===== src/hdl/ccedit_pkg.sv =====
`default_nettype none

package ccedit_pkg;

    localparam int DEF_ROWS = 32;
    localparam int DEF_COLS = 128;

    localparam int CHAR_W  = 8;
    // signed width for shift amounts and source coordinates, sized for 256 by 256
    localparam int SHIFT_W = 10;
    // unsigned width that holds any dimension up to 256
    localparam int DIM_W   = 9;

    localparam logic [CHAR_W-1:0] SPACE_CHAR = 8'd32;
    localparam logic [CHAR_W-1:0] PRINT_LOW  = 8'd32;
    localparam logic [CHAR_W-1:0] PRINT_HIGH = 8'd126;

    typedef enum logic [2:0] {
        CMD_KEY     = 3'd0,
        CMD_MOVE    = 3'd1,
        CMD_REPLACE = 3'd2,
        CMD_CLEAR   = 3'd3,
        CMD_UNDO    = 3'd4,
        CMD_READ    = 3'd5
    } cmd_t;

    typedef enum logic [2:0] {
        KEY_PRINT  = 3'd0,
        KEY_LEFT   = 3'd1,
        KEY_RIGHT  = 3'd2,
        KEY_UP     = 3'd3,
        KEY_DOWN   = 3'd4,
        KEY_ESC    = 3'd5,
        KEY_IGNORE = 3'd6
    } key_t;

    typedef enum logic [2:0] {
        ST_INIT,
        ST_IDLE,
        ST_COPY,
        ST_SWEEP,
        ST_KEY,
        ST_READ,
        ST_DONE
    } state_t;

    typedef struct packed {
        logic run;
        logic move;
    } sweep_ctl_t;

    typedef struct packed {
        logic pend;
        logic ok;
        logic done;
    } sweep_stat_t;

endpackage

`default_nettype wire


===== src/hdl/ccedit_sweep.sv =====
`default_nettype none

module ccedit_sweep #(
    parameter int ROWS = ccedit_pkg::DEF_ROWS,
    parameter int COLS = ccedit_pkg::DEF_COLS
) (
    input  wire logic                                    clk,
    input  wire logic                                    rst_n,
    input  wire ccedit_pkg::sweep_ctl_t                  ctl,
    input  wire logic signed [ccedit_pkg::SHIFT_W-1:0]   dr,
    input  wire logic signed [ccedit_pkg::SHIFT_W-1:0]   dc,
    output logic [$clog2(ROWS*COLS)-1:0]                 rd_addr,
    output logic [$clog2(ROWS*COLS)-1:0]                 wr_addr,
    output ccedit_pkg::sweep_stat_t                      stat
);

    localparam int DEPTH = ROWS * COLS;
    localparam int AW    = $clog2(DEPTH);
    localparam int RW    = $clog2(ROWS);
    localparam int CW    = $clog2(COLS);
    localparam int SW    = ccedit_pkg::SHIFT_W;

    logic [AW-1:0] idx_reg, idx_next;
    logic [RW-1:0] row_reg, row_next;
    logic [CW-1:0] col_reg, col_next;
    logic          drain_reg, drain_next;
    logic          pend_reg, pend_next;
    logic          ok_reg, ok_next;
    logic [AW-1:0] wa_reg, wa_next;

    logic signed [SW-1:0] src_r;
    logic signed [SW-1:0] src_c;
    logic                 src_ok;
    logic [AW-1:0]        src_addr;
    logic                 issue;
    logic                 last;

    // source cell of a shift: destination minus the shift amount
    always_comb
    begin
        src_r    = $signed(SW'(row_reg)) - dr;
        src_c    = $signed(SW'(col_reg)) - dc;
        src_ok   = !src_r[SW-1] && (src_r < $signed(SW'(ROWS)))
                && !src_c[SW-1] && (src_c < $signed(SW'(COLS)));
        src_addr = AW'(src_r[RW-1:0]) * AW'(COLS) + AW'(src_c[CW-1:0]);
    end

    assign issue   = ctl.run && !drain_reg;
    assign last    = (idx_reg == AW'(DEPTH - 1));
    assign rd_addr = (ctl.move && src_ok) ? src_addr : idx_reg;

    always_comb
    begin
        idx_next   = idx_reg;
        row_next   = row_reg;
        col_next   = col_reg;
        drain_next = 1'b0;
        pend_next  = 1'b0;
        ok_next    = ok_reg;
        wa_next    = wa_reg;
        if (issue)
        begin
            pend_next = 1'b1;
            wa_next   = idx_reg;
            ok_next   = !ctl.move || src_ok;
            if (last)
            begin
                idx_next   = '0;
                row_next   = '0;
                col_next   = '0;
                drain_next = 1'b1;
            end
            else
            begin
                idx_next = idx_reg + 1'b1;
                if (col_reg == CW'(COLS - 1))
                begin
                    col_next = '0;
                    row_next = row_reg + 1'b1;
                end
                else
                begin
                    col_next = col_reg + 1'b1;
                end
            end
        end
    end

    always_ff @(posedge clk or negedge rst_n)
    begin
        if (!rst_n)
        begin
            idx_reg   <= '0;
            row_reg   <= '0;
            col_reg   <= '0;
            drain_reg <= 1'b0;
            pend_reg  <= 1'b0;
        end
        else
        begin
            idx_reg   <= idx_next;
            row_reg   <= row_next;
            col_reg   <= col_next;
            drain_reg <= drain_next;
            pend_reg  <= pend_next;
        end
    end

    always_ff @(posedge clk)
    begin
        ok_reg <= ok_next;
        wa_reg <= wa_next;
    end

    assign wr_addr   = wa_reg;
    assign stat.pend = pend_reg;
    assign stat.ok   = ok_reg;
    // last write of the pass goes out in this cycle
    assign stat.done = drain_reg;

endmodule

`default_nettype wire


===== config.mk =====
export PLATFORM = sky130hd
export DESIGN_NAME = ccedit_sweep
export DESIGN_NICKNAME = d
export VERILOG_FILES = /design/src/hdl/ccedit_pkg.sv /design/src/hdl/ccedit_sweep.sv
export SDC_FILE = /design/constraint.sdc
export NUM_CORES = 1
export LEC_CHECK = 0
export BUFFER_PORTS_ARGS = -buffer_cell sky130_fd_sc_hd__clkbuf_2
export CAP_MARGIN = 20
export CORE_AREA = 2 2 71 73
export CTS_CLUSTER_DIAMETER = 80
export DETAILED_ROUTE_END_ITERATION = 8
export DIE_AREA = 0 0 73 75
export GPL_ROUTABILITY_DRIVEN = 0
export PLACE_DENSITY = 0.88
export SYNTH_ARGS = -nofsm -noshare
export SYNTH_HDL_FRONTEND = slang
export SYNTH_SLANG_ARGS = --single-unit

===== constraint.sdc =====
create_clock -name clk -period 3.6 [get_ports clk]
set_input_delay 0 -clock clk [delete_from_list [all_inputs] [get_ports clk]]
set_output_delay 0 -clock clk [all_outputs]
set_load 0.05 [all_outputs]

# Word-level counts from Yosys, hierarchy flattened
# Index checks and enable logic that the tools add are counted.
[word_totals]
ff_bits = 39
elab_cells = 38
[classes]
add_sub_neg = 6
order_cmp = 2
eq_ne = 2
muxes = 9
n_reduce_logical = 12
[op_table]
columns = ["op", "n"]
rows = [
  ["two-way mux 12 bit", 2],
  ["two-way mux 7 bit", 2],
  ["adder 12 x 1 -> 12 bit, second input constant", 1],
  ["adder 12 x 7 -> 12 bit", 1],
  ["== test 12 bit, second input constant", 1],
  ["< comparator 10 x 7 -> 1 bit, second input constant", 1],
  ["< comparator 10 x 9 -> 1 bit, second input constant", 1],
  ["two-way mux 5 bit", 2],
  ["subtractor 6 x 10 -> 10 bit", 1],
  ["subtractor 8 x 10 -> 10 bit", 1],
  ["adder 7 x 1 -> 7 bit, second input constant", 1],
  ["== test 7 bit, second input constant", 1],
  ["adder 5 x 1 -> 5 bit, second input constant", 1],
  ["logical AND 1 bit", 5],
  ["logical NOT 1 bit", 4],
  ["two-way mux 1 bit", 3],
  ["AND reduction 2 bit", 1],
  ["nonzero test 2 bit", 1],
  ["logical OR 1 bit", 1],
]

# Longest topological paths before layout
[depth]
word_depth = 7
depth_mapped = 11
depth_no_buf = 10

# Worst setup path before layout
# Ideal clock, no wire load.
[synth_timing]
path_kind = "register to output"
start = "register row_reg[0]"
end = "output rd_addr[0]"
arrival_time_ps = 3034
t_required_ps = 3600
path_slack_ps = 566
stages_incl_launch_ff = 12
n_path_buf = 1
path_cell_list = "dfrtp_1 inv_1 ha_1 fa_1 nor2b_1 o211ai_1 a32o_1 a211oi_1 and4bb_1 nand4_2 buf_6 mux2i_1"
[synth_between]
elab_chain_len = 7
elab_cells_between_ends = 8
classes_between = "1 x add/sub; 1 x order compare; 1 x mux; 5 x reduce/logical"
[synth_lines]
columns = ["item", "line_no", "text"]
rows = [
  ["from (decl)", "ccedit_sweep.sv:24", "logic [RW-1:0] row_reg, row_next;"],
  ["from (signal assigned)", "ccedit_sweep.sv:102", "row_reg <= row_next;"],
  ["subtractor 6 x 10 -> 10 bit (*)", "ccedit_sweep.sv:41", "src_r = $signed(SW'(row_reg)) - dr;"],
  ["< comparator 10 x 7 -> 1 bit / logical NOT 1 bit (equally long branches)", "ccedit_sweep.sv:43", "src_ok = !src_r[SW-1] && (src_r < $signed(SW'(ROWS)))"],
  ["logical AND 1 bit (*)", "ccedit_sweep.sv:43", ""],
  ["logical AND 1 bit (*) (2 in a row)", "ccedit_sweep.sv:44", "&& !src_c[SW-1] && (src_c < $signed(SW'(COLS)));"],
  ["logical AND 1 bit (*)", "ccedit_sweep.sv:50", "assign rd_addr = (ctl.move && src_ok) ? src_addr : idx_reg;"],
  ["two-way mux 12 bit (*)", "ccedit_sweep.sv:50", ""],
  ["to (decl)", "ccedit_sweep.sv:12", "output logic [$clog2(ROWS*COLS)-1:0] rd_addr,"],
]
# Every way passes the cells marked *; elsewhere a longest branch is shown, timed or not.

# Worst setup path in the final report
[layout_timing]
start = "register row_reg[0]"
end = "output rd_addr[11]"
[layout_between]
elab_chain_len = 7
elab_cells_between_ends = 9
classes_between = "2 x add/sub; 1 x order compare; 1 x mux; 5 x reduce/logical"
[layout_lines]
columns = ["item", "line_no"]
rows = [
  ["subtractor 6 x 10 -> 10 bit (*)", "ccedit_sweep.sv:41"],
  ["< comparator 10 x 7 -> 1 bit / logical NOT 1 bit (equally long branches)", "ccedit_sweep.sv:43"],
  ["logical AND 1 bit", "ccedit_sweep.sv:43"],
  ["logical AND 1 bit (2 in a row)", "ccedit_sweep.sv:44"],
  ["logical AND 1 bit", "ccedit_sweep.sv:50"],
  ["two-way mux 12 bit (*)", "ccedit_sweep.sv:50"],
]
# Marked as above.

==> impl_metrics.toml <==
[pwr]
swShare = 0.4195
power_w = 0.001592
pwr_density_cell_nw_per_um2 = 555.0
ir_drop_v = 0.0002929
combPwrFrac = 0.425
pwr-share-seq = 0.401
clkPwrFrac = 0.174
intPower_w = 0.0009243
p_leak_nw = 1.386
switchingPower_w = 0.0006680

[synth]
async_flop_share = 0.6667
syn_area_um2 = 2486
syn-instance-count = 250
synth_nets = 291
ys_seq_area_frac = 0.4187
synthTopCellsByCount = "27 x nor2_1, 26 x dfrtp_1, 20 x inv_1"
ys_ff_latch = 39
yosysMostFrequentCell = "nor2_1"
synth.distinct_cells = 48
yosysTopAreaCell = "dfrtp_1"
avgSynthCellArea_um2 = 9.945
yosys_warnings = 0
post-synth-top-area-fraction = 0.2617
synth.area.top_cells = "dfrtp_1 26%, edfxtp_1 16%, ha_1 7.5%, xnor2_1 5.3%, nor2_1 4.1%"
synth-edff-count = 13
synth_flop_cell = "dfrtp_1"

[cells_and_area]
diodes = 0
nFillCells = 393
fin_area_um2 = 2869
final_net_count = 345
area.growth.synth_to_final_pct = 15.40
drive_above_1_share = 0.2230

[grt]
grt_overflow = 0
antenna_found_initial = 0
grt_pass1_wl_um = 8176
grt.total_usage = 0.1970
grt_pass1_vias = 1763
grt_max_degree = 27

[clocking]
cts_sinks = 39
clk_pin_slew_ps = 70
h-tree-depth = 2
cts-root-buf = "clkbuf_8"
cts_tree = "built"
clk_latency_ps = 290
post_cts_buffers = 0
clock_path_buffers = 2
cts-buffers-inserted = 5

[routing]
wl_per_cell_um = 14.20
drt_iter0_markers = 163
wl_um = 5098
via_count = 2016
dr.pass1.iters = 4
via_per_inst = 5.616
ant_nets = 0
drcViolationCount = 0

[worst_setup_path]
worstPathArrival_ps = 3270
reg2regPathDepth = 10
reg2reg_to = "ok_reg$_DFFE_PP_"
crit_fanout = 12
critPathKind = "flip-flop to output port"
crit_required_ps = 3600
cp-start-kind = "flip-flop"
rr_startpoint = "row_reg[0]$_DFFE_PN0P_"
rrSetupSlack_ps = 1130
endpoint_kind = "output port"

[sta]
finClkSkew_ps = 4.936
finalSetupTns_ps = 0
worst_pin_slew_ps = 824.8
finalSetupViolCount = 0
hold_viol_final = 0
final.period_utilization = 0.9087
clock.fmax_ghz = 0.3057
slew_headroom = 0.4459
finalMaxSlewViolations = 0
hold_slack_ps = 21.67
rsz0062_at_grt = "no"
layout_min_cycle_time_ps = 3271

[min_path]
holdPathStages = 2
whs_endpoint = "ok_reg$_DFFE_PP_"
hold_path_class = "input pin to flip-flop"
hold_start = "ctl[0]"

[placed_design]
place_area_um2 = 2778
place_hpwl_um = 3992
io_buffers = 50

[floorplanning]
rows = 25
die_y_um = 75
dieArea_um2 = 5475
core_um2 = 4661
initial_utilization = 0.5334
io_pins = 51
die_x_um = 73

[job]
drv_cap = 0

[run_status]
status = "complete, no violations"
-- worst max path at each step --
stage | start | endpoint | slack, ps | depth (start not counted)
global route | col_reg[0]$_DFFE_PN0P_ | rd_addr[11] | 150 | 12
global placement | row_reg[0]$_DFFE_PN0P_ | rd_addr[11] | 760 | 12
CTS | row_reg[0]$_DFFE_PN0P_ | rd_addr[11] | 320 | 12
detailed placement | row_reg[0]$_DFFE_PN0P_ | rd_addr[11] | 650 | 12
floorplan | row_reg[0]$_DFFE_PN0P_ | rd_addr[0] | 570 | 11
finish | row_reg[0]$_DFFE_PN0P_ | rd_addr[11] | 330 | 12
-- kinds of logic (layout without fill, tap and decap cells) --
group                      after synthesis  after routing  synth area share
xor gates and xnor gates                24             24           0.08455
adders and majority gates               17             17           0.09160
buffers and inverters                   26             81           0.04680
and+or+nand+nor                         90             90            0.1852
AOI/OAI and AO/OA                       42             42            0.1117
DFF                                     39             39            0.4187
muxes                                   12             12           0.06140
-- placed cells by master (no fill, tap or decap), types with 5 or more instances in the layout --
cell type	count
and3_1	5
clkbuf_8	5
xor2_1	9
a21oi_1	6
nand2_1	19
edfxtp_1	13
nor2_1	27
nand4_1	6
nand3_1	10
mux2_4	6
ha_1	15
xnor2_1	15
clkbuf_2	50
inv_1	20
o21ai_0	12
dfrtp_1	26
-- final cells by class --
cell class | instances | area, um2 | share of cell area
multi-input cells | 185 | 1329 | 0.4631
well taps | 54 | 67.56 | 0.02355
clock buffers | 6 | 72.57 | 0.02529
clock inverters | 2 | 8.758 | 0.003053
repair buffers | 53 | 275.3 | 0.09594
inverters | 20 | 75.07 | 0.02617
flip-flops and latches | 39 | 1041 | 0.3628
-- per-layer routing --
metal | wire, um | share of wire | vias up | track usage
li1 | - | - | 996 | -
met1 | 2260 | 0.44 | 953 | 0.2442
met2 | 2508 | 0.49 | 59 | 0.3373
met3 | 206 | 0.040 | 8 | 0.03347
met4 | 123 | 0.024 | 0 | 0.09053
met5 | 0 | 0 | - | 0
-- power groups by stage --
stage                     combinational [W]  sequential, W  clock (W)
after detailed placement           0.000679       0.000642          0
after floorplan                    0.000468       0.000692          0
after global routing               0.000736       0.000651   0.000300
after global placement             0.000657       0.000640          0
final                              0.000677       0.000638   0.000277
after CTS                          0.000680       0.000635   0.000283
-- worst max-delay path, cell delays in order, from the launching register on --
cell      delay [ps]
dfrtp_1          380
inv_1             80
ha_1             210
fa_1             400
nor2b_1          170
o211ai_1         160
a32o_1           250
a211oi_1         190
and4bb_1         220
nand4_2           90
buf_4            230
mux2_2           360
clkbuf_2         240
-- through the flow --
step                cells    util  setup slack [ps]
floorplan             250       -             566.2
global placement      350  0.5960             755.8
detailed placement    350  0.5960             649.9
global route          359  0.6156             145.7
finish                359  0.6156             328.6
CTS                   359  0.6156             317.6
-- what timing repair did --
item	CTS	global route
resized for setup	0	0
hold buffers	1	0
endpoints found under the hold margin	26	0
No activity file was read; power rests on OpenSTA's default activity.
