<file path="src/hdl/ccedit_pkg.sv">
`default_nettype none

package ccedit_pkg;

    localparam int DEF_ROWS = 32;
    localparam int DEF_COLS = 128;

    localparam int CHAR_W  = 8;
    // signed width for shift amounts and source coordinates, sized for 256 by 256
    localparam int SHIFT_W = 10;
    // unsigned width that holds any dimension up to 256
    localparam int DIM_W   = 9;

    localparam logic [CHAR_W-1:0] SPACE_CHAR = 8'd32;
    localparam logic [CHAR_W-1:0] PRINT_LOW  = 8'd32;
    localparam logic [CHAR_W-1:0] PRINT_HIGH = 8'd126;

    typedef enum logic [2:0] {
        CMD_KEY     = 3'd0,
        CMD_MOVE    = 3'd1,
        CMD_REPLACE = 3'd2,
        CMD_CLEAR   = 3'd3,
        CMD_UNDO    = 3'd4,
        CMD_READ    = 3'd5
    } cmd_t;

    typedef enum logic [2:0] {
        KEY_PRINT  = 3'd0,
        KEY_LEFT   = 3'd1,
        KEY_RIGHT  = 3'd2,
        KEY_UP     = 3'd3,
        KEY_DOWN   = 3'd4,
        KEY_ESC    = 3'd5,
        KEY_IGNORE = 3'd6
    } key_t;

    typedef enum logic [2:0] {
        ST_INIT,
        ST_IDLE,
        ST_COPY,
        ST_SWEEP,
        ST_KEY,
        ST_READ,
        ST_DONE
    } state_t;

    typedef struct packed {
        logic run;
        logic move;
    } sweep_ctl_t;

    typedef struct packed {
        logic pend;
        logic ok;
        logic done;
    } sweep_stat_t;

endpackage

`default_nettype wire

</file>
<file path="src/hdl/ccedit_ctrl.sv">
`default_nettype none

module ccedit_ctrl #(
    parameter int ROWS = ccedit_pkg::DEF_ROWS,
    parameter int COLS = ccedit_pkg::DEF_COLS
) (
    input  wire logic                                   clk,
    input  wire logic                                   rst_n,
    input  wire logic                                   in_valid,
    output logic                                        in_stall,
    input  wire logic [2:0]                             command,
    input  wire logic [2:0]                             key_kind,
    input  wire logic [7:0]                             key_char,
    input  wire logic signed [6:0]                      row_shift,
    input  wire logic signed [8:0]                      col_shift,
    input  wire logic [7:0]                             old_char,
    input  wire logic [7:0]                             new_char,
    input  wire logic [4:0]                             cell_row,
    input  wire logic [6:0]                             cell_col,
    output logic                                        out_valid,
    input  wire logic                                   out_stall,
    output logic [7:0]                                  cell_data,
    output logic [4:0]                                  cursor_row,
    output logic [6:0]                                  cursor_col,
    output logic                                        editing,
    output logic                                        canvas_we,
    output logic [$clog2(ROWS*COLS)-1:0]                canvas_waddr,
    output logic [ccedit_pkg::CHAR_W-1:0]               canvas_wdata,
    output logic [$clog2(ROWS*COLS)-1:0]                canvas_raddr,
    input  wire logic [ccedit_pkg::CHAR_W-1:0]          canvas_rdata,
    output logic                                        undo_we,
    output logic [$clog2(ROWS*COLS)-1:0]                undo_waddr,
    output logic [ccedit_pkg::CHAR_W-1:0]               undo_wdata,
    output logic [$clog2(ROWS*COLS)-1:0]                undo_raddr,
    input  wire logic [ccedit_pkg::CHAR_W-1:0]          undo_rdata,
    output ccedit_pkg::sweep_ctl_t                      sw_ctl,
    output logic signed [ccedit_pkg::SHIFT_W-1:0]       sw_dr,
    output logic signed [ccedit_pkg::SHIFT_W-1:0]       sw_dc,
    input  wire logic [$clog2(ROWS*COLS)-1:0]           sw_rd_addr,
    input  wire logic [$clog2(ROWS*COLS)-1:0]           sw_wr_addr,
    input  wire ccedit_pkg::sweep_stat_t                sw_stat
);

    localparam int AW = $clog2(ROWS * COLS);
    localparam int RW = $clog2(ROWS);
    localparam int CW = $clog2(COLS);
    localparam int SW = ccedit_pkg::SHIFT_W;
    localparam int DW = ccedit_pkg::DIM_W;

    ccedit_pkg::state_t state_reg, state_next;
    ccedit_pkg::cmd_t   op_reg, op_next;
    logic [2:0]         kind_reg, kind_next;
    logic [7:0]         char_reg, char_next;
    logic [7:0]         old_reg, old_next;
    logic [7:0]         new_reg, new_next;
    logic signed [SW-1:0] dr_reg, dr_next;
    logic signed [SW-1:0] dc_reg, dc_next;
    logic [RW-1:0]      cy_reg, cy_next;
    logic [CW-1:0]      cx_reg, cx_next;
    logic               edit_reg, edit_next;
    logic               rdok_reg, rdok_next;
    logic [7:0]         data_reg, data_next;
    logic               out_valid_reg, out_valid_next;
    logic [7:0]         out_data_reg;
    logic [4:0]         out_cy_reg;
    logic [6:0]         out_cx_reg;
    logic               out_edit_reg;

    logic                 out_load;
    logic signed [SW-1:0] rs, cs, lim_r, lim_c, dr_sat, dc_sat;
    logic [AW-1:0]        cell_addr;
    logic [AW-1:0]        cursor_addr;
    logic                 cell_in;
    logic                 printable;

    assign out_load = (state_reg == ccedit_pkg::ST_DONE) && (!out_valid_reg || !out_stall);
    assign in_stall = (state_reg != ccedit_pkg::ST_IDLE);

    // shift amounts saturate at the canvas size
    always_comb
    begin
        rs     = {{(SW-7){row_shift[6]}}, row_shift};
        cs     = {{(SW-9){col_shift[8]}}, col_shift};
        lim_r  = $signed(SW'(ROWS));
        lim_c  = $signed(SW'(COLS));
        dr_sat = (rs > lim_r) ? lim_r : ((rs < -lim_r) ? -lim_r : rs);
        dc_sat = (cs > lim_c) ? lim_c : ((cs < -lim_c) ? -lim_c : cs);
    end

    assign cell_in     = (DW'(cell_row) < DW'(ROWS)) && (DW'(cell_col) < DW'(COLS));
    assign cell_addr   = AW'(cell_row) * AW'(COLS) + AW'(cell_col);
    assign cursor_addr = AW'(cy_reg) * AW'(COLS) + AW'(cx_reg);
    assign printable   = (char_reg >= ccedit_pkg::PRINT_LOW)
                      && (char_reg <= ccedit_pkg::PRINT_HIGH);

    // next state
    always_comb
    begin
        state_next = state_reg;
        unique case (state_reg)
            ccedit_pkg::ST_INIT:
            begin
                if (sw_stat.done)
                begin
                    state_next = ccedit_pkg::ST_IDLE;
                end
            end
            ccedit_pkg::ST_IDLE:
            begin
                if (in_valid)
                begin
                    case (ccedit_pkg::cmd_t'(command)) inside
                        ccedit_pkg::CMD_KEY:
                        begin
                            state_next = edit_reg ? ccedit_pkg::ST_KEY : ccedit_pkg::ST_COPY;
                        end
                        ccedit_pkg::CMD_MOVE:
                        begin
                            state_next = ccedit_pkg::ST_COPY;
                        end
                        ccedit_pkg::CMD_REPLACE, ccedit_pkg::CMD_CLEAR, ccedit_pkg::CMD_UNDO:
                        begin
                            state_next = ccedit_pkg::ST_SWEEP;
                        end
                        ccedit_pkg::CMD_READ:
                        begin
                            state_next = ccedit_pkg::ST_READ;
                        end
                        default:
                        begin
                            state_next = ccedit_pkg::ST_DONE;
                        end
                    endcase
                end
            end
            ccedit_pkg::ST_COPY:
            begin
                if (sw_stat.done)
                begin
                    state_next = (op_reg == ccedit_pkg::CMD_KEY) ? ccedit_pkg::ST_KEY
                                                                 : ccedit_pkg::ST_SWEEP;
                end
            end
            ccedit_pkg::ST_SWEEP:
            begin
                if (sw_stat.done)
                begin
                    state_next = ccedit_pkg::ST_DONE;
                end
            end
            ccedit_pkg::ST_KEY:
            begin
                state_next = ccedit_pkg::ST_DONE;
            end
            ccedit_pkg::ST_READ:
            begin
                state_next = ccedit_pkg::ST_DONE;
            end
            ccedit_pkg::ST_DONE:
            begin
                if (out_load)
                begin
                    state_next = ccedit_pkg::ST_IDLE;
                end
            end
        endcase
    end

    // datapath and memory controls
    always_comb
    begin
        op_next      = op_reg;
        kind_next    = kind_reg;
        char_next    = char_reg;
        old_next     = old_reg;
        new_next     = new_reg;
        dr_next      = dr_reg;
        dc_next      = dc_reg;
        cy_next      = cy_reg;
        cx_next      = cx_reg;
        edit_next    = edit_reg;
        rdok_next    = rdok_reg;
        data_next    = data_reg;
        canvas_we    = 1'b0;
        canvas_waddr = sw_wr_addr;
        canvas_wdata = ccedit_pkg::SPACE_CHAR;
        canvas_raddr = sw_rd_addr;
        undo_we      = 1'b0;
        undo_waddr   = sw_wr_addr;
        undo_wdata   = ccedit_pkg::SPACE_CHAR;
        undo_raddr   = sw_rd_addr;
        sw_ctl.run   = 1'b0;
        sw_ctl.move  = 1'b0;

        unique case (state_reg)
            ccedit_pkg::ST_INIT:
            begin
                // clearing pass: both stores to spaces
                sw_ctl.run = 1'b1;
                canvas_we  = sw_stat.pend;
                undo_we    = sw_stat.pend;
            end
            ccedit_pkg::ST_IDLE:
            begin
                canvas_raddr = cell_addr;
                if (in_valid)
                begin
                    op_next   = ccedit_pkg::cmd_t'(command);
                    kind_next = key_kind;
                    char_next = key_char;
                    old_next  = old_char;
                    new_next  = new_char;
                    dr_next   = dr_sat;
                    dc_next   = dc_sat;
                    rdok_next = cell_in;
                    data_next = '0;
                    case (ccedit_pkg::cmd_t'(command)) inside
                        ccedit_pkg::CMD_KEY:
                        begin
                            if (!edit_reg)
                            begin
                                cy_next   = '0;
                                cx_next   = '0;
                                edit_next = 1'b1;
                            end
                        end
                        ccedit_pkg::CMD_MOVE, ccedit_pkg::CMD_REPLACE, ccedit_pkg::CMD_CLEAR,
                        ccedit_pkg::CMD_UNDO:
                        begin
                            edit_next = 1'b0;
                        end
                        default:
                        begin
                        end
                    endcase
                end
            end
            ccedit_pkg::ST_COPY:
            begin
                sw_ctl.run = 1'b1;
                undo_we    = sw_stat.pend;
                undo_wdata = canvas_rdata;
            end
            ccedit_pkg::ST_SWEEP:
            begin
                sw_ctl.run  = 1'b1;
                sw_ctl.move = (op_reg == ccedit_pkg::CMD_MOVE);
                case (op_reg)
                    ccedit_pkg::CMD_REPLACE:
                    begin
                        canvas_we    = sw_stat.pend;
                        canvas_wdata = (canvas_rdata == old_reg) ? new_reg : canvas_rdata;
                        undo_we      = sw_stat.pend;
                        undo_wdata   = canvas_rdata;
                    end
                    ccedit_pkg::CMD_CLEAR:
                    begin
                        canvas_we  = sw_stat.pend;
                        undo_we    = sw_stat.pend;
                        undo_wdata = canvas_rdata;
                    end
                    ccedit_pkg::CMD_UNDO:
                    begin
                        canvas_we    = sw_stat.pend;
                        canvas_wdata = undo_rdata;
                    end
                    ccedit_pkg::CMD_MOVE:
                    begin
                        // the undo store already holds the old canvas
                        canvas_we    = sw_stat.pend;
                        canvas_wdata = sw_stat.ok ? undo_rdata : ccedit_pkg::SPACE_CHAR;
                    end
                    default:
                    begin
                    end
                endcase
            end
            ccedit_pkg::ST_KEY:
            begin
                canvas_waddr = cursor_addr;
                canvas_wdata = char_reg;
                case (kind_reg)
                    ccedit_pkg::KEY_PRINT:
                    begin
                        canvas_we = printable;
                    end
                    ccedit_pkg::KEY_LEFT:
                    begin
                        if (cx_reg != '0)
                        begin
                            cx_next = cx_reg - 1'b1;
                        end
                    end
                    ccedit_pkg::KEY_RIGHT:
                    begin
                        if (cx_reg != CW'(COLS - 1))
                        begin
                            cx_next = cx_reg + 1'b1;
                        end
                    end
                    ccedit_pkg::KEY_UP:
                    begin
                        if (cy_reg != '0)
                        begin
                            cy_next = cy_reg - 1'b1;
                        end
                    end
                    ccedit_pkg::KEY_DOWN:
                    begin
                        if (cy_reg != RW'(ROWS - 1))
                        begin
                            cy_next = cy_reg + 1'b1;
                        end
                    end
                    ccedit_pkg::KEY_ESC:
                    begin
                        edit_next = 1'b0;
                    end
                    default:
                    begin
                    end
                endcase
            end
            ccedit_pkg::ST_READ:
            begin
                data_next = rdok_reg ? canvas_rdata : '0;
            end
            ccedit_pkg::ST_DONE:
            begin
            end
        endcase
    end

    always_comb
    begin
        out_valid_next = out_valid_reg && out_stall;
        if (out_load)
        begin
            out_valid_next = 1'b1;
        end
    end

    always_ff @(posedge clk or negedge rst_n)
    begin
        if (!rst_n)
        begin
            state_reg     <= ccedit_pkg::ST_INIT;
            cy_reg        <= '0;
            cx_reg        <= '0;
            edit_reg      <= 1'b0;
            out_valid_reg <= 1'b0;
        end
        else
        begin
            state_reg     <= state_next;
            cy_reg        <= cy_next;
            cx_reg        <= cx_next;
            edit_reg      <= edit_next;
            out_valid_reg <= out_valid_next;
        end
    end

    always_ff @(posedge clk)
    begin
        op_reg   <= op_next;
        kind_reg <= kind_next;
        char_reg <= char_next;
        old_reg  <= old_next;
        new_reg  <= new_next;
        dr_reg   <= dr_next;
        dc_reg   <= dc_next;
        rdok_reg <= rdok_next;
        data_reg <= data_next;
        if (out_load)
        begin
            out_data_reg <= data_reg;
            out_cy_reg   <= 5'(cy_reg);
            out_cx_reg   <= 7'(cx_reg);
            out_edit_reg <= edit_reg;
        end
    end

    assign sw_dr      = dr_reg;
    assign sw_dc      = dc_reg;
    assign out_valid  = out_valid_reg;
    assign cell_data  = out_data_reg;
    assign cursor_row = out_cy_reg;
    assign cursor_col = out_cx_reg;
    assign editing    = out_edit_reg;

endmodule

`default_nettype wire
</file>
<file path="config.mk">
export PLATFORM = sky130hd
export DESIGN_NAME = ccedit_ctrl
export DESIGN_NICKNAME = d
export VERILOG_FILES = /design/src/hdl/ccedit_pkg.sv /design/src/hdl/ccedit_ctrl.sv
export SDC_FILE = /design/constraint.sdc
export NUM_CORES = 1
export LEC_CHECK = 0
export BUFFER_PORTS_ARGS = -buffer_cell sky130_fd_sc_hd__buf_2
export CAP_MARGIN = 20
export CORE_UTILIZATION = 42
export CTS_CLUSTER_DIAMETER = 200
export DETAILED_ROUTE_END_ITERATION = 7
export GPL_ROUTABILITY_DRIVEN = 0
export PLACE_DENSITY = 0.72
export SYNTH_ARGS = -nofsm -noshare
export SYNTH_HDL_FRONTEND = slang
export SYNTH_SLANG_ARGS = --single-unit
</file>
<file path="constraint.sdc">
create_clock -name clk -period 5.61 [get_ports clk]
set_clock_uncertainty 0.15 [all_clocks]
set_input_delay 0 -clock clk [delete_from_list [all_inputs] [get_ports clk]]
set_output_delay 0 -clock clk [all_outputs]
set_load 0.02 [all_outputs]
</file>
; After elaboration in Yosys (flattened, before gate mapping)
; Index checks and enable logic that the tools add are counted.
[word_totals]
input_bits = 105
ram_bits = 0
ff_bits = 96
elab_cells = 150
latch_bits = 0
romBits = 0
mem_count = 0
out_inout_bits = 111
[op_classes]
n_eq_ne = 39
reduce_logical = 29
div = 0
n_mul = 0
n_addsub = 6
n_lt_le_gt_ge = 6
mux = 51
shifts = 0
bitwise = 0
[op_table]
columns = operator, n
row1 = $pmux W8 S2, 3
row2 = $mux W7, 5
row3 = $mux W8, 4
row4 = $mux W3, 10
row5 = $pmux W7 S2, 2
row6 = $mux W5, 5
row7 = $add A12 B7 Y12, 2
row8 = $eq A3 B2 Y1 const B, 8
row9 = $eq A3 B3 Y1 const B, 8
row10 = $mux W12, 2
row11 = $pmux W8 S3, 1
row12 = $mux W10, 2
row13 = $pmux W5 S2, 2
row14 = $pmux W3 S6, 1
row15 = $ne A2 B2 Y1 const B, 7
row16 = $reduce_and A7 Y1, 2
row17 = $eq A3 B1 Y1 const B, 4
row18 = $logic_not A3 Y1, 4
row19 = $ne A3 B3 Y1 const B, 4
row20 = $mux W1, 10
row21 = $reduce_or A2 Y1, 5
row22 = $gt A9 B9 Y1 const B, 1
row23 = $lt A9 B8 Y1 const B, 1
row24 = $eq A8 B8 Y1, 1
row25 = 27 further kinds, 37

; Logic depth before layout (Yosys ltp)
[logic_depth]
ltp_word = 7
depth_mapped = 8

; Worst setup path after synthesis
; Ideal clock, no wire load.
[synth_path]
kind = register -> register
startpoint = reg state_reg[0]
endpoint = reg cx_reg[6]
required_ps = 5329
path_stages_with_launch = 6
setup_ps = 131
slack_ps = 2593
period_less_slack_ps = 3017
arrival_ps = 2736
path_cell_list = dfrtp_1 -> nor3b_2 -> and2_1 -> a31oi_1 -> and2_0 -> or3b_1
[synth_between]
elab_chain_cells = 3
elab_cells_between_ends = 11
classes_between = eq/ne: 8 / mux: 1 / reduce/logical: 2
[synth_lines]
columns = item, line_no
row1 = start: declaration, ccedit_ctrl.sv:50  ; ccedit_pkg::state_t state_reg, state_next;
row2 = start signal: assignment, ccedit_ctrl.sv:347  ; state_reg <= ccedit_pkg::ST_INIT;
row3 = start signal: assignment, ccedit_ctrl.sv:355  ; state_reg <= state_next;
row4 = $eq A3 B3 Y1 or $eq A3 B1 Y1 (tied branches), ccedit_ctrl.sv:195  ; unique case (state_reg)
row5 = "$ne A3 B1 Y1 (no source line), or another cell as far along", n/a
row6 = $reduce_and A7 Y1 (no source line), n/a
row7 = end signal: assignment, ccedit_ctrl.sv:357  ; cx_reg <= cx_next;
row8 = end: declaration, ccedit_ctrl.sv:59  ; logic [CW-1:0] cx_reg, cx_next;
; Several ways; a longest one is shown, not always the timed one.
; A chain may end at the register's enable or synchronous reset.

; Worst setup path after layout
; Same ends and word-level chain as after synthesis.

==> run_summary.xml <==
<?xml version="1.0" encoding="UTF-8"?>
<metrics>
  <group name="status">
    <metric name="run_status" unit="">finished, final reports clean</metric>
  </group>
  <group name="setup_path">
    <metric name="worstSetupEndpointType" unit="">flop</metric>
    <metric name="critical_path_cell_count" unit="">6</metric>
    <metric name="path_buf_inv" unit="">1</metric>
    <metric name="cpPeakStageDelay" unit="ps">760</metric>
    <metric name="worstPathCellList" unit="">nor3b_2 &gt; and2_2 &gt; buf_4 &gt; a31oi_1 &gt; and2_0 &gt; or3b_1</metric>
    <metric name="setup.worst_path.start_class" unit="">flop</metric>
    <metric name="arrival" unit="ps">3350</metric>
    <metric name="worst_ep_required_time" unit="ps">5700</metric>
    <metric name="cp-startpoint" unit="">state_reg[0]</metric>
    <metric name="critical_path_class" unit="">flop to flop</metric>
    <metric name="crit_path_max_delay_family" unit="">simple AND/OR/NAND/NOR gates</metric>
    <metric name="r2r.worst_path.cells" unit="">6</metric>
    <metric name="worst_r2r_start" unit="">state_reg[0]</metric>
    <metric name="timing.critical_path.to" unit="">cx_reg[6]</metric>
    <metric name="ff2ff_setup_slack" unit="ps">2340</metric>
    <metric name="path_max_fanout" unit="">47</metric>
    <metric name="crit_slowest_cell" unit="">sky130_fd_sc_hd__nor3b_2</metric>
    <metric name="reg2reg_to" unit="">cx_reg[6]</metric>
  </group>
  <group name="cells_and_area">
    <metric name="fill_cells" unit="">898</metric>
    <metric name="syn_to_final_growth" unit="%">38.4</metric>
    <metric name="stdcell_count" unit="">818</metric>
    <metric name="nets" unit="">788</metric>
    <metric name="post_route_cells_drive_above_1_share" unit="">0.367</metric>
    <metric name="num_antenna_cells" unit="">0</metric>
    <metric name="largest_register_ff_count" unit="">9</metric>
  </group>
  <group name="global_routing">
    <metric name="pin_count_of_the_biggest_net_entering_global_routing" unit="">48</metric>
    <metric name="groute.usage.overall" unit="">0.228</metric>
    <metric name="grt_overflow" unit="">0</metric>
    <metric name="grt_pass1_wl" unit="µm">20000</metric>
    <metric name="grt_antenna_before_repair" unit="">0</metric>
    <metric name="number_of_global_route_vias_before_repair" unit="">4092</metric>
  </group>
  <group name="sta">
    <metric name="slew_headroom" unit="">0.308</metric>
    <metric name="max_slew.worst_pin.slew" unit="ps">1030</metric>
    <metric name="fmaxAchievable" unit="MHz">306</metric>
    <metric name="layout_min_cycle_time" unit="ps">3270</metric>
    <metric name="timing.final.max_slew_violations" unit="">0</metric>
    <metric name="setup-tns-final" unit="ps">0</metric>
    <metric name="grt_setup_unrepaired" unit="">false</metric>
    <metric name="final_hold_viol_count" unit="">0</metric>
    <metric name="period_share" unit="">0.582</metric>
    <metric name="final-setup-viol-count" unit="">0</metric>
  </group>
  <group name="power">
    <metric name="power.density" unit="nW/µm²">360</metric>
    <metric name="vdd_drop_max" unit="mV">0.172</metric>
    <metric name="power_leakage" unit="nW">2.90</metric>
  </group>
  <group name="clock_network">
    <metric name="worstSkewPairLatency" unit="ps">360</metric>
    <metric name="cts_root_buffer" unit="">sky130_fd_sc_hd__clkbuf_8</metric>
    <metric name="cts.reportedPaths.clkPinSlew" unit="ps">90</metric>
    <metric name="tritoncts" unit="">built</metric>
    <metric name="tritoncts_num_sinks" unit="">92</metric>
    <metric name="clock_tree.buffer_depth" unit="">2</metric>
    <metric name="num_cts_buffers" unit="">9</metric>
    <metric name="htreeDepth" unit="">3</metric>
    <metric name="cts.repair_timing.setup_buffer_count" unit="">0</metric>
  </group>
  <group name="worst_hold_path">
    <metric name="worstHoldPathType" unit="">input pin to primary output</metric>
  </group>
  <group name="floorplanning">
    <metric name="io_pins" unit="">216</metric>
    <metric name="floorplan.initialDensity" unit="">0.433</metric>
    <metric name="fp.dieW" unit="µm">108</metric>
    <metric name="std_cell_rows" unit="">38</metric>
    <metric name="die_height" unit="µm">108</metric>
    <metric name="coreArea" unit="µm²">10900</metric>
    <metric name="fp.dieArea" unit="µm²">11700</metric>
  </group>
  <group name="detailed_routing">
    <metric name="first_drt_pass_iteration_count" unit="">5</metric>
    <metric name="viasPerCell" unit="">5.09</metric>
    <metric name="drt_drc_violations_left" unit="">0</metric>
    <metric name="postRouteAntennaNets" unit="">0</metric>
    <metric name="detailroute.via_count" unit="">4165</metric>
    <metric name="drt_wl_total" unit="µm">13300</metric>
    <metric name="dr_wl_cell" unit="µm">16.2</metric>
    <metric name="drt_iter0_markers" unit="">214</metric>
  </group>
  <group name="synth">
    <metric name="ys.flop_type" unit="">sky130_fd_sc_hd__edfxtp_1</metric>
    <metric name="count_of_flip_flops_with_a_built_in_enable_after_synthesis" unit="">75</metric>
    <metric name="synth_top_area_share" unit="">0.478</metric>
    <metric name="ys.warnings.count" unit="">0</metric>
    <metric name="synth_top_cells_by_area" unit="">sky130_fd_sc_hd__edfxtp_1 48%, sky130_fd_sc_hd__dfrtp_1 9.0%, sky130_fd_sc_hd__nand2_1 6.0%</metric>
    <metric name="synth.distinct_cells" unit="">60</metric>
    <metric name="synthesis.area_per_instance" unit="µm²">11.1</metric>
    <metric name="yosysSeqAreaShare" unit="">0.568</metric>
    <metric name="syn-instance-count" unit="">425</metric>
    <metric name="syn_std_cell_area" unit="µm²">4720</metric>
    <metric name="synth_top_cell_by_area" unit="">sky130_fd_sc_hd__edfxtp_1</metric>
    <metric name="postSynth.asyncResetShare" unit="">0.185</metric>
    <metric name="syn-num-nets" unit="">540</metric>
    <metric name="synth.cells.most_frequent" unit="">75 x sky130_fd_sc_hd__edfxtp_1, 75 x sky130_fd_sc_hd__nand2_1, 28 x sky130_fd_sc_hd__buf_4</metric>
    <metric name="synth_seq_cells" unit="">92</metric>
  </group>
  <group name="placement">
    <metric name="dpl.cell_count" unit="">740</metric>
    <metric name="dpl.hpwl" unit="µm">9350</metric>
    <metric name="port_buffers" unit="">215</metric>
  </group>
  <group name="flow_run">
    <metric name="max_cap_violations" unit="">0</metric>
  </group>
</metrics>
[kinds of logic after synthesis]
group | Yosys count | share of synthesized area
buffers and inverters | 59 | 0.0700
muxes | 14 | 0.0305
adders and majority gates | 10 | 0.0297
and+or+nand+nor | 154 | 0.163
AOI/OAI and AO/OA | 80 | 0.109
xor gates and xnor gates | 16 | 0.0297
DFF | 92 | 0.568
[worst min-delay path by stage]
stage               slack [ps]            end  depth (start not counted)           from
finish                      80  undo_waddr[7]                          2  sw_wr_addr[7]
global route                90  undo_waddr[4]                          2  sw_wr_addr[4]
CTS                         80  undo_waddr[7]                          2  sw_wr_addr[7]
detailed placement        -200      cy_reg[3]                          1          rst_n
global placement          -200      cy_reg[1]                          1          rst_n
floorplan                 -450      cx_reg[0]                          0          rst_n
[report_power, final]
| group | leakage, nW | switching, mW | internal, mW |
|---|---|---|---|
| combinational | 1.92 | 0.543 | 0.370 |
| clock | 0.0897 | 0.254 | 0.169 |
| sequential | 0.896 | 0.134 | 0.883 |
[per-layer routing]
metal,track usage,routed length [µm],vias up
met4,0.0871,331,0
li1,-,-,1999
met3,0.0723,1120,27
met5,0,0,-
met2,0.399,6610,222
met1,0.259,5200,1917
[cells in the final DEF, fill, tap and decap left out, types with 8 or more instances in the layout]
master                          netlist  routed
sky130_fd_sc_hd__buf_2                2     215
sky130_fd_sc_hd__and2_1              20      19
sky130_fd_sc_hd__xnor2_1             13      13
sky130_fd_sc_hd__dlygate4sd3_1        0      61
sky130_fd_sc_hd__ha_1                 8       8
sky130_fd_sc_hd__nand2_1             75      75
sky130_fd_sc_hd__edfxtp_1            75      75
sky130_fd_sc_hd__mux2i_1             11      11
sky130_fd_sc_hd__clkbuf_8             0       9
sky130_fd_sc_hd__inv_1               16      16
sky130_fd_sc_hd__o21ai_0             23      23
sky130_fd_sc_hd__a21oi_1             13      12
sky130_fd_sc_hd__nor2_1              10      10
sky130_fd_sc_hd__dfrtp_1             17      17
sky130_fd_sc_hd__and3_1               9       9
[metrics by stage]
stage / utilization / total power, mW / hold WS (ps) / setup slack [ps] / cell area, µm²
after global routing: 0.600 / 2.50 / 91.9 / 2100 / 6530
after global placement: 0.525 / 1.85 / -204 / 2450 / 5720
after detailed placement: 0.525 / 1.89 / -202 / 2330 / 5720
after floorplan: - / 1.61 / -446 / 2590 / 4720
final: 0.600 / 2.35 / 80.4 / 2340 / 6530
after CTS: 0.598 / 2.35 / 80.9 / 2320 / 6510
[area by class of cell]
cell class	instances	area (µm²)	share of cell area
clock buffer	9	124	0.0190
tap	140	175	0.0268
timing repair buffer	278	1710	0.262
inverter	18	68.8	0.0105
sequential	92	2680	0.410
multi-input combinational	274	1710	0.262
clock inverter	7	60.1	0.00920
[worst register-to-register path: stages, from the launching register on]
cell,delay [ps]
sky130_fd_sc_hd__dfrtp_1,630
sky130_fd_sc_hd__nor3b_2,760
sky130_fd_sc_hd__and2_2,260
sky130_fd_sc_hd__buf_4,470
sky130_fd_sc_hd__a31oi_1,280
sky130_fd_sc_hd__and2_0,230
sky130_fd_sc_hd__or3b_1,370
[timing repair]
action,in CTS,in global routing
hold buffers,61,0
resized for setup,0,0
endpoints found under the setup margin,0,0
hold endpoints to repair,76,0
Note: power is estimated with default switching activity, not from simulation.
